File: src/iir_df1_pkg.sv
`timescale 1ns / 1ps
// shared types and constants of the direct-form-I iir filter
package iir_df1_pkg;

    localparam int COEF_WIDTH = 18;
    localparam int COEF_FRAC  = 14;

    localparam logic signed [COEF_WIDTH-1:0] COEF_ONE = 18'sd16384;

    typedef enum logic [5:0] {
        S_IDLE  = 6'b000001,
        S_MAC   = 6'b000010,
        S_DRAIN = 6'b000100,
        S_LO    = 6'b001000,
        S_HI    = 6'b010000,
        S_DONE  = 6'b100000
    } state_t;

    typedef struct packed {
        logic load;
        logic rotate;
        logic shift;
    } cell_ctl_t;

    typedef struct packed {
        logic mul_lo;
        logic mul_hi;
    } scale_ctl_t;

endpackage

File: src/iir_df1_if.sv
`timescale 1ns / 1ps
// sample channels of the iir filter: input beat and output beat
interface iir_df1_in_if #(
    parameter int SAMPLE_WIDTH = 16
);
    logic                           valid;
    logic                           ready;
    logic signed [SAMPLE_WIDTH-1:0] sample_in;

    modport source (output valid, output sample_in, input ready);
    modport sink   (input valid, input sample_in, output ready);
endinterface

interface iir_df1_out_if #(
    parameter int SAMPLE_WIDTH = 16
);
    logic                           valid;
    logic                           ready;
    logic signed [SAMPLE_WIDTH-1:0] sample_out;
    logic                           clipped;

    modport source (output valid, output sample_out, output clipped, input ready);
    modport sink   (input valid, input sample_out, input clipped, output ready);
endinterface

File: src/iir_df1_cell.sv
`timescale 1ns / 1ps
// one ring cell: a coefficient and a history sample, passed to the neighbor
module iir_df1_cell #(
    parameter int SAMPLE_WIDTH = 16,
    parameter logic signed [iir_df1_pkg::COEF_WIDTH-1:0] COEF_RESET = '0
) (
    input  logic                                     clk,
    input  logic                                     rst_n,
    input  iir_df1_pkg::cell_ctl_t                   ctl,
    input  logic signed [iir_df1_pkg::COEF_WIDTH-1:0] cfg_coef,
    input  logic signed [iir_df1_pkg::COEF_WIDTH-1:0] nb_coef,
    input  logic signed [SAMPLE_WIDTH-1:0]           nb_sample,
    input  logic signed [SAMPLE_WIDTH-1:0]           new_sample,
    output logic signed [iir_df1_pkg::COEF_WIDTH-1:0] coef,
    output logic signed [SAMPLE_WIDTH-1:0]           sample
);
    import iir_df1_pkg::*;

    logic signed [COEF_WIDTH-1:0]   coef_reg;
    logic signed [COEF_WIDTH-1:0]   coef_next;
    logic signed [SAMPLE_WIDTH-1:0] sample_reg;
    logic signed [SAMPLE_WIDTH-1:0] sample_next;

    always_comb
    begin
        coef_next   = coef_reg;
        sample_next = sample_reg;
        if (ctl.load)
        begin
            coef_next = cfg_coef;
        end
        if (ctl.rotate)
        begin
            coef_next   = nb_coef;
            sample_next = nb_sample;
        end
        else if (ctl.shift)
        begin
            sample_next = new_sample;
        end
    end

    always_ff @(posedge clk or negedge rst_n)
    begin
        if (!rst_n)
        begin
            coef_reg   <= COEF_RESET;
            sample_reg <= '0;
        end
        else
        begin
            coef_reg   <= coef_next;
            sample_reg <= sample_next;
        end
    end

    assign coef   = coef_reg;
    assign sample = sample_reg;

endmodule

File: src/iir_df1_scale.sv
`timescale 1ns / 1ps
// scaling by the leading reciprocal in two partial products, rounding and saturation
module iir_df1_scale #(
    parameter int SAMPLE_WIDTH = 16,
    parameter int ACC_WIDTH    = 37
) (
    input  logic                                     clk,
    input  iir_df1_pkg::scale_ctl_t                  ctl,
    input  logic signed [ACC_WIDTH-1:0]              acc,
    input  logic signed [iir_df1_pkg::COEF_WIDTH-1:0] recip,
    output logic signed [SAMPLE_WIDTH-1:0]           result,
    output logic                                     clip
);
    import iir_df1_pkg::*;

    localparam int LO_W   = (ACC_WIDTH + 1) / 2;
    localparam int HI_W   = ACC_WIDTH - LO_W;
    localparam int MA_W   = LO_W + 1;
    localparam int MP_W   = MA_W + COEF_WIDTH;
    localparam int SUM_W  = 2 * LO_W + COEF_WIDTH + 1;
    localparam int RSH    = 2 * COEF_FRAC;
    localparam int YW     = SUM_W - RSH;
    localparam int TOP_W  = YW - SAMPLE_WIDTH + 1;

    logic signed [MA_W-1:0]         mul_a;
    logic signed [MP_W-1:0]         mul_p;
    logic signed [MP_W-1:0]         lo_reg;
    logic signed [MP_W-1:0]         hi_reg;
    logic signed [SUM_W-1:0]        sum;
    logic signed [YW-1:0]           yw;
    logic [TOP_W-1:0]               top_bits;
    logic signed [SUM_W-1:0]        half;

    always_comb
    begin
        if (ctl.mul_hi)
        begin
            mul_a = {{(MA_W-HI_W){acc[ACC_WIDTH-1]}}, acc[ACC_WIDTH-1:LO_W]};
        end
        else
        begin
            mul_a = {1'b0, acc[LO_W-1:0]};
        end
    end

    assign mul_p = mul_a * recip;

    always_ff @(posedge clk)
    begin
        if (ctl.mul_lo)
        begin
            lo_reg <= mul_p;
        end
        if (ctl.mul_hi)
        begin
            hi_reg <= mul_p;
        end
    end

    assign half = SUM_W'(1) <<< (RSH - 1);

    always_comb
    begin
        sum = ({{(SUM_W-MP_W){hi_reg[MP_W-1]}}, hi_reg} <<< LO_W)
            + {{(SUM_W-MP_W){lo_reg[MP_W-1]}}, lo_reg}
            + half;
        yw       = sum[SUM_W-1:RSH];
        top_bits = yw[YW-1:SAMPLE_WIDTH-1];
        if ((top_bits == '0) || (top_bits == '1))
        begin
            result = yw[SAMPLE_WIDTH-1:0];
            clip   = 1'b0;
        end
        else if (yw[YW-1])
        begin
            result = {1'b1, {(SAMPLE_WIDTH-1){1'b0}}};
            clip   = 1'b1;
        end
        else
        begin
            result = {1'b0, {(SAMPLE_WIDTH-1){1'b1}}};
            clip   = 1'b1;
        end
    end

endmodule

File: src/iir_direct_form_one_filter.sv
`timescale 1ns / 1ps
// top level of the direct-form-I iir filter
//
// in_ch carries one signed sample per beat, out_ch one filtered sample and a
// clip flag per beat; both are valid/ready channels. Coefficients are written
// through cfg_we/cfg_index/cfg_data; the user must write them only while no
// sample is in flight, and the block itself does not enforce it. Indices 0..ORDER
// take the numerator oldest first, then ORDER denominator terms oldest first,
// then the reciprocal of the leading denominator term. Other indices are ignored.
// A ring of 2*ORDER+1 cells holds coefficients and history and turns once per
// sample past one shared multiplier, then a split multiply scales the sum.
// A new input beat is taken only once the previous sample is through its ring
// pass of the single multiplier, a drain step and the two scaling products.
// The output register holds a finished sample while the receiver stalls, and
// the next input beat is already taken; the following sample waits in its
// last step until the register frees.
// Reset clears the history, sets the newest numerator term and the reciprocal
// to one and all other coefficients to zero.
module iir_direct_form_one_filter #(
    parameter int ORDER        = 2,
    parameter int SAMPLE_WIDTH = 16
) (
    input  logic                                             clk,
    input  logic                                             rst_n,
    iir_df1_in_if.sink                                       in_ch,
    iir_df1_out_if.source                                    out_ch,
    input  logic                                             cfg_we,
    input  logic [$clog2(2*ORDER+2)-1:0]                     cfg_index,
    input  logic [iir_df1_pkg::COEF_WIDTH-1:0]               cfg_data
);
    import iir_df1_pkg::*;

    localparam int N      = 2 * ORDER + 1;
    localparam int IDX_W  = $clog2(2 * ORDER + 2);
    localparam int STEP_W = $clog2(N);
    localparam int MP_W   = SAMPLE_WIDTH + COEF_WIDTH;
    localparam int ACC_W  = MP_W + $clog2(N);

    state_t state_reg;
    state_t state_next;
    logic [STEP_W-1:0] step_reg;
    logic [STEP_W-1:0] step_next;

    cell_ctl_t                      ctl [N];
    logic signed [COEF_WIDTH-1:0]   coefs [N];
    logic signed [SAMPLE_WIDTH-1:0] samples [N];

    logic signed [COEF_WIDTH-1:0]   lead_reg;
    logic signed [MP_W-1:0]         prod_reg;
    logic                           prod_valid_reg;
    logic                           neg_reg;
    logic signed [ACC_W-1:0]        acc_reg;
    logic signed [ACC_W-1:0]        acc_next;
    logic signed [ACC_W-1:0]        prod_ext;

    logic                           out_valid_reg;
    logic signed [SAMPLE_WIDTH-1:0] sample_out_reg;
    logic                           clipped_reg;

    scale_ctl_t                     sctl;
    logic signed [SAMPLE_WIDTH-1:0] y;
    logic                           y_clip;

    logic out_free;
    logic in_acc;
    logic finish;

    assign out_free  = !out_valid_reg || out_ch.ready;
    assign finish    = (state_reg == S_DONE) && out_free;
    assign in_ch.ready = (state_reg == S_IDLE) || finish;
    assign in_acc    = in_ch.valid && in_ch.ready;

    // ring of cells, cell 0 feeds the multiplier
    for (genvar k = 0; k < N; k++)
    begin : g_cell
        localparam int NB = (k + 1) % N;
        logic signed [SAMPLE_WIDTH-1:0] new_s;

        always_comb
        begin
            ctl[k].load   = cfg_we && (cfg_index == IDX_W'(k));
            ctl[k].rotate = (state_reg == S_MAC);
            if (k <= ORDER)
            begin
                ctl[k].shift = in_acc;
            end
            else
            begin
                ctl[k].shift = finish;
            end
            if (k == ORDER)
            begin
                new_s = in_ch.sample_in;
            end
            else if (k == 2 * ORDER)
            begin
                new_s = y;
            end
            else
            begin
                new_s = samples[NB];
            end
        end

        iir_df1_cell #(
            .SAMPLE_WIDTH (SAMPLE_WIDTH),
            .COEF_RESET   ((k == ORDER) ? COEF_ONE : '0)
        ) u_cell (
            .clk        (clk),
            .rst_n      (rst_n),
            .ctl        (ctl[k]),
            .cfg_coef   (cfg_data),
            .nb_coef    (coefs[NB]),
            .nb_sample  (samples[NB]),
            .new_sample (new_s),
            .coef       (coefs[k]),
            .sample     (samples[k])
        );
    end

    always_ff @(posedge clk or negedge rst_n)
    begin
        if (!rst_n)
        begin
            lead_reg <= COEF_ONE;
        end
        else if (cfg_we && (cfg_index == IDX_W'(2 * ORDER + 1)))
        begin
            lead_reg <= cfg_data;
        end
    end

    always_comb
    begin
        state_next = state_reg;
        step_next  = step_reg;
        unique case (state_reg)
            S_IDLE:
            begin
                if (in_acc)
                begin
                    state_next = S_MAC;
                    step_next  = '0;
                end
            end
            S_MAC:
            begin
                step_next = step_reg + STEP_W'(1);
                if (step_reg == STEP_W'(N - 1))
                begin
                    state_next = S_DRAIN;
                end
            end
            S_DRAIN:
            begin
                state_next = S_LO;
            end
            S_LO:
            begin
                state_next = S_HI;
            end
            S_HI:
            begin
                state_next = S_DONE;
            end
            S_DONE:
            begin
                if (in_acc)
                begin
                    state_next = S_MAC;
                    step_next  = '0;
                end
                else if (finish)
                begin
                    state_next = S_IDLE;
                end
            end
            default:
            begin
                state_next = S_IDLE;
            end
        endcase
    end

    always_ff @(posedge clk or negedge rst_n)
    begin
        if (!rst_n)
        begin
            state_reg      <= S_IDLE;
            step_reg       <= '0;
            prod_valid_reg <= 1'b0;
            out_valid_reg  <= 1'b0;
        end
        else
        begin
            state_reg      <= state_next;
            step_reg       <= step_next;
            prod_valid_reg <= (state_reg == S_MAC);
            if (finish)
            begin
                out_valid_reg <= 1'b1;
            end
            else if (out_ch.ready)
            begin
                out_valid_reg <= 1'b0;
            end
        end
    end

    // shared multiply-accumulate, one product behind the ring
    assign prod_ext = {{(ACC_W-MP_W){prod_reg[MP_W-1]}}, prod_reg};

    always_comb
    begin
        acc_next = acc_reg;
        if (in_acc)
        begin
            acc_next = '0;
        end
        else if (prod_valid_reg)
        begin
            if (neg_reg)
            begin
                acc_next = acc_reg - prod_ext;
            end
            else
            begin
                acc_next = acc_reg + prod_ext;
            end
        end
    end

    always_ff @(posedge clk)
    begin
        prod_reg <= samples[0] * coefs[0];
        neg_reg  <= (step_reg > STEP_W'(ORDER));
        acc_reg  <= acc_next;
        if (finish)
        begin
            sample_out_reg <= y;
            clipped_reg    <= y_clip;
        end
    end

    assign sctl.mul_lo = (state_reg == S_LO);
    assign sctl.mul_hi = (state_reg == S_HI);

    iir_df1_scale #(
        .SAMPLE_WIDTH (SAMPLE_WIDTH),
        .ACC_WIDTH    (ACC_W)
    ) u_scale (
        .clk    (clk),
        .ctl    (sctl),
        .acc    (acc_reg),
        .recip  (lead_reg),
        .result (y),
        .clip   (y_clip)
    );

    assign out_ch.valid      = out_valid_reg;
    assign out_ch.sample_out = sample_out_reg;
    assign out_ch.clipped    = clipped_reg;

endmodule
File: src/flat_wrapper.sv
// flat-port wrapper written by rule: the top's interface ports become plain ports
module iir_direct_form_one_filter_flat import iir_df1_pkg::*;
#(
    parameter int ORDER        = 2,
    parameter int SAMPLE_WIDTH = 16
)
  (clk, rst_n, cfg_we, cfg_index, cfg_data, in_ch_valid, in_ch_sample_in, in_ch_ready, out_ch_valid, out_ch_sample_out, out_ch_clipped, out_ch_ready);
  iir_df1_in_if #(.SAMPLE_WIDTH(SAMPLE_WIDTH)) in_ch_i ();
  iir_df1_out_if #(.SAMPLE_WIDTH(SAMPLE_WIDTH)) out_ch_i ();
  input  logic clk;
  input  logic rst_n;
  input  logic cfg_we;
  input  logic [$clog2(2*ORDER+2)-1:0] cfg_index;
  input  logic [iir_df1_pkg::COEF_WIDTH-1:0] cfg_data;
  input wire logic [$bits(in_ch_i.valid)-1:0] in_ch_valid;
  input wire logic [$bits(in_ch_i.sample_in)-1:0] in_ch_sample_in;
  output wire logic [$bits(in_ch_i.ready)-1:0] in_ch_ready;
  output wire logic [$bits(out_ch_i.valid)-1:0] out_ch_valid;
  output wire logic [$bits(out_ch_i.sample_out)-1:0] out_ch_sample_out;
  output wire logic [$bits(out_ch_i.clipped)-1:0] out_ch_clipped;
  input wire logic [$bits(out_ch_i.ready)-1:0] out_ch_ready;
  assign in_ch_i.valid = in_ch_valid;
  assign in_ch_i.sample_in = in_ch_sample_in;
  assign in_ch_ready = in_ch_i.ready;
  assign out_ch_valid = out_ch_i.valid;
  assign out_ch_sample_out = out_ch_i.sample_out;
  assign out_ch_clipped = out_ch_i.clipped;
  assign out_ch_i.ready = out_ch_ready;
  iir_direct_form_one_filter #(.ORDER(ORDER), .SAMPLE_WIDTH(SAMPLE_WIDTH)) u_core (.clk(clk), .rst_n(rst_n), .in_ch(in_ch_i), .out_ch(out_ch_i), .cfg_we(cfg_we), .cfg_index(cfg_index), .cfg_data(cfg_data));
endmodule
File: config.mk
export PLATFORM = sky130hd
export DESIGN_NAME = iir_direct_form_one_filter_flat
export DESIGN_NICKNAME = d
export VERILOG_FILES = /design/src/iir_df1_pkg.sv /design/src/iir_df1_if.sv /design/src/iir_df1_cell.sv /design/src/iir_df1_scale.sv /design/src/iir_direct_form_one_filter.sv /design/src/flat_wrapper.sv
export SDC_FILE = /design/constraint.sdc
export NUM_CORES = 2
export LEC_CHECK = 0
export ABC_AREA = 1
export ABC_CLOCK_PERIOD_IN_PS = 10080
export BUFFER_PORTS_ARGS = -buffer_cell sky130_fd_sc_hd__buf_4
export CAP_MARGIN = 0
export CORE_MARGIN = 1.5
export CORE_UTILIZATION = 60
export CTS_CLUSTER_DIAMETER = 80
export DETAILED_ROUTE_END_ITERATION = 7
export PLACE_DENSITY = 0.79
export SYNTH_ARGS = -nofsm -noshare
export SYNTH_HDL_FRONTEND = slang
export SYNTH_HIERARCHICAL = 1
export SYNTH_SLANG_ARGS = --single-unit
File: constraint.sdc
create_clock -name clk -period 10.08 [get_ports clk]
set_input_delay 1.512 -clock clk [delete_from_list [all_inputs] [get_ports clk]]
set_output_delay 1.512 -clock clk [all_outputs]
set_load 0.01 [all_outputs]
Word-level counts from Yosys, hierarchy flattened
Index checks and enable logic that the tools add are counted.

storage, ports and cells
  flip-flop bits (word level) = 364
  bits in latches = 0
  RAM bits = 0
  ROM bits = 0
  input port bits = 42
  output and inout bits = 19
  logic and storage cells = 107
  memories = 0

operators by class
  add/subtract/negate cells = 5
  multipliers = 2
  div/mod/pow operators = 0
  magnitude comparators = 1
  equal/unequal tests = 17
  shifts and indexed selects = 0
  muxes and demuxes = 34
  bitwise operators = 0
  reductions and logical operators = 26

operators by type and width
  kind                                            count
  two-way mux 16 bit                              12
  two-way mux 18 bit                              10
  adder 57 x 28 -> 57 bit, second input constant  1
  adder 57 bit                                    1
  multiplier 20 x 18 -> 38 bit                    1
  adder 37 x 34 -> 37 bit                         1
  two-way mux 37 bit                              1
  subtractor 37 x 34 -> 37 bit                    1
  one-hot mux 6 bit (6 select lines)              1
  multiplier 16 x 18 -> 34 bit                    1
  two-way mux 6 bit                               4
  two-way mux 20 bit                              1
  nonzero test 2 bit                              9
  == test 14 bit, second input constant           1
  zero test 14 bit                                1
  == test 3 bit, second input constant            3
  logical AND 1 bit                               8
  == test 3 x 2 -> 1 bit, second input constant   2
  == test 6 x 1 -> 1 bit, second input constant   1
  == test 6 x 2 -> 1 bit, second input constant   1
  == test 6 x 3 -> 1 bit, second input constant   1
  == test 6 x 4 -> 1 bit, second input constant   1
  == test 6 x 5 -> 1 bit, second input constant   1
  == test 6 bit, second input constant            1
  other kinds (15)                                20

Depth between registers and ports, before layout
  word-level depth = 7
  gate-level depth with buffers = 32
  mapped depth without buffers = 31

Modules after synthesis
Netlist, hierarchy kept.

by module, submodules not included
  module                                       instances  cells an instance  area an instance (um^2)  seq. area each (um^2)
  iir_direct_form_one_filter                   1          2,510              18,878.1                 2,680.1
  iir_df1_scale                                1          2,352              18,495.2                 1,711.6
  iir_df1_cell at u_core.g_cell[0].u_cell ...  4          186                1,607.8                  850.8
  iir_df1_cell at u_core.g_cell[2].u_cell      1          186                1,609.0                  852.1

Least setup slack after synthesis
No wires, ideal clock.

  path kind = register -> register
  from = register u_core.state_reg[3]
  to = register u_core.u_scale.hi_reg[34], data pin
  arrival = 9.991 ns
  required time = 9.810 ns
  slack = -0.181 ns
  stages on the path, launching flop included = 28
  clock period less this slack = 10.261 ns
  path through = dfrtp_1 nor2_1 nand2_1 nor3_1 inv_1 or2_2 o21ai_1 clkbuf_1 nand2_1 fa_1 fa_1 inv_1 fa_1 fa_1 fa_1 inv_1 fa_1 inv_1 ha_1 a21oi_1 a21boi_0 o21ai_0 nand2_1 nand3_1 a21o_1 nand2_1 o2111ai_1 xor2_1

RTL lines
  item                    line                               text
  from (decl)             iir_direct_form_one_filter.sv:39   state_t state_reg;
  from (signal assigned)  iir_direct_form_one_filter.sv:196  state_reg <= state_next;
  to (signal assigned)    iir_df1_scale.sv:56                hi_reg <= mul_p;
  to (decl)               iir_df1_scale.sv:28                logic signed [MP_W-1:0] hi_reg;

==> results.yml <==
drt:
  vias: 37900
  wl_per_cell_um: 19.4
  drt.antenna.violating_nets: 0
  vias_per_cell: 5.61
  drt_iter0_drc: 3692
  drc: 0
  dr.pass1.iters: 6
  drt-total-wl_mm: 131
timing:
  fin_crit_sh_pct: 85.2
  clock-skew-final_ns: 0.0371
  hold_ws_ns: 0.479
  worst_pin_slew_ns: 1.41
  slew_headroom_pct: 6.00
  setup-violations-final: 0
  slew_viol_final: 0
  min_period_ns: 8.59
  fmax_mhz: 116
  hold_viol: 0
  tns_ns: 0
  rsz0062_at_grt: "no"
setup_path:
  critPathArrivalTime_ns: 8.89
  worstSetupStartpointType: "flop"
  cp-end-kind: "flop"
  cp.required_ns: 10.38
  r2r-end: "u_core/u_scale/lo_reg[36]"
  criticalPathCategory: "flop to flop"
  regToRegSetupSlack_ns: 1.49
  startpoint: "u_core/state_reg[3]"
  rr_worst_depth: 27
  r2r_start: "u_core/state_reg[3]"
  path_max_fanout: 20
grt:
  antenna_found_initial: 7
  grtUsageTotal_pct: 34.7
  grt_pass1_vias: 38700
  gr-total-overflow: 0
  grt_max_degree: 99
  grt_pass1_wl_mm: 208
cts:
  postCtsSetupBuffers: 0
  clk_pin_slew_ns: 0.06
  hold_buffers: 0
  worst_skew_pair.late_latency_ns: 0.59
  cts_root_buf: "clkbuf_16"
  cts.repair.resized: 0
  h-tree-depth: 2
  cts_tree: "done"
  ctsLongestPathBuffers: 3
  clock-sinks: 345
  cts_buffers: 39
synth:
  syn-instance-count: 5792
  synth_flop_cell: "dfrtp_1"
  synthDominantCellAreaShare_pct: 28.7
  synth_fa_ha_area_share_pct: 36.8
  synthTopCellsByCount: "1,410 x nand2_1, 1,252 x inv_1, 652 x fa_1"
  synth-compound-area-share_pct: 4.08
  ys_ff_latch: 345
  synth_area_mm2: 0.0454
  syn_avg_cell_area_um2: 7.84
  async_flop_share_pct: 57.7
  synth_top_cell_by_area: "fa_1"
  yosys.area_share.simple_pct: 23.9
  synthMuxAreaShare_pct: 0.446
  synth_nets: 6780
  synth_most_common_cell: "nand2_1"
  yosys_warnings: 6
  synth_edf_count: 74
  synth_xor_area_share_pct: 2.78
  ys_types: 59
  synth_top_family_by_area: "adder cells"
  synth.yosys.seq_area_share_pct: 19.0
  yosys-top-cells-area: "fa_1 29%, nand2_1 12%, dfrtp_1 11%, inv_1 10%, ha_1 8.1%"
place:
  hpwl_mm: 104
  io_buffers: 60
  place.gp.congestion: 1.04
finish:
  fill_cells: 6395
  seq_area_mm2: 0.00865
  multiInputGateArea_mm2: 0.0309
  largest_reg_flops: 90
  finalNetCount: 6740
  drive_above_1_share_pct: 5.52
  area_growth_pct: 4.93
die:
  ios: 61
  chipHeight_um: 278
  row_count: 100
  start_util_pct: 60.8
  design.die.area_mm2: 0.0773
  coreArea_mm2: 0.0747
  fp.dieW_um: 278
min_path:
  whs_path_depth: 2
  hold_path.class: "flop to flop"
  min_from: "u_core/g_cell[2].u_cell/coef[3]"
  hold_end: "u_core/g_cell[1].u_cell/coef[3]"
run:
  drv_cap: 0
outcome:
  status: "completed"
-- how the worst max path moves through the flow --
stage	end	slack [ns]
5_1_grt	u_core/u_scale/hi_reg[36]	1.03
2_1_floorplan	u_core/u_scale/hi_reg[34]	1.34
3_3_place_gp	u_core/u_scale/hi_reg[37]	1.86
4_1_cts	u_core/u_scale/hi_reg[36]	1.65
6_report	u_core/u_scale/lo_reg[36]	1.49
3_5_place_dp	u_core/u_scale/lo_reg[36]	1.68
-- area by class of cell --
cell class	instances	share of cell area, %
Antenna cell	3	0.0158
Clock buffer	51	2.25
Clock inverter	18	0.428
Inverter	1286	10.2
Multi-Input combinational cell	3984	64.9
Sequential cell	345	18.1
Tap cell	969	2.54
Timing Repair Buffer	96	1.53
-- kinds of logic after synthesis --
group / Yosys count
xor+xnor: 144
fa+ha+maj: 946
simple gates: 2546
mux: 18
buf+inv: 1463
flops: 345
compound gates: 330
-- worst max-delay path, cell delays in order (launching register included) --
cell and delay [ns]:
dfrtp_1 0.40, nor2_1 0.27, nand2_1 0.14, nor3_4 0.48
inv_1 0.42, a21oi_1 1.17, inv_1 0.44, nand2_1 0.21
fa_1 0.46, fa_1 0.49, fa_1 0.52, inv_1 0.05
fa_1 0.47, fa_1 0.55, inv_1 0.05, fa_1 0.53
inv_1 0.04, ha_1 0.35, nand2_1 0.12, nor2_1 0.12
inv_1 0.06, nor3_1 0.19, nand3_1 0.11, nand3_1 0.16
nand2_1 0.08, o211ai_1 0.13, a21oi_1 0.13, xor2_1 0.16
-- cell usage in the layout (no fill, tap or decap), types with 39 or more instances in the layout --
| cell | netlist | layout |
|---|---|---|
| dfxtp_1 | 72 | 72 |
| o21ai_0 | 92 | 90 |
| fa_1 | 652 | 652 |
| buf_4 | 27 | 94 |
| ha_1 | 294 | 294 |
| nand3_1 | 454 | 454 |
| a21oi_1 | 141 | 141 |
| xor2_1 | 99 | 99 |
| xnor2_1 | 45 | 45 |
| nor2_1 | 492 | 491 |
| inv_1 | 1252 | 1251 |
| nand2_1 | 1410 | 1410 |
| edfxtp_1 | 74 | 74 |
| clkbuf_16 | 0 | 39 |
| dfrtp_1 | 196 | 195 |
-- through the flow --
stage / cell area, µm² / utilization [%] / std cells / worst slack [ns]
after floorplan: 45400 / - / 5792 / 1.34
after global placement: 46400 / 62.1 / 6679 / 1.86
after detailed placement: 46400 / 62.1 / 6679 / 1.68
after CTS: 47600 / 63.8 / 6748 / 1.65
after global routing: 47600 / 63.8 / 6750 / 1.03
final: 47700 / 63.8 / 6752 / 1.49
-- routing by layer --
metal | part of all wire, % | vias up | GRT usage [%]
li1 | - | 17300 | -
met2 | 46 | 1849 | 55.7
met3 | 10 | 403 | 8.11
met1 | 39 | 18300 | 44.4
met5 | 0.086 | - | 1.00
met4 | 5.2 | 8 | 16.4
Power is left out: the tool's default activity adds up to more than one toggle a clock period on the data nets, which glitch-free logic cannot reach.
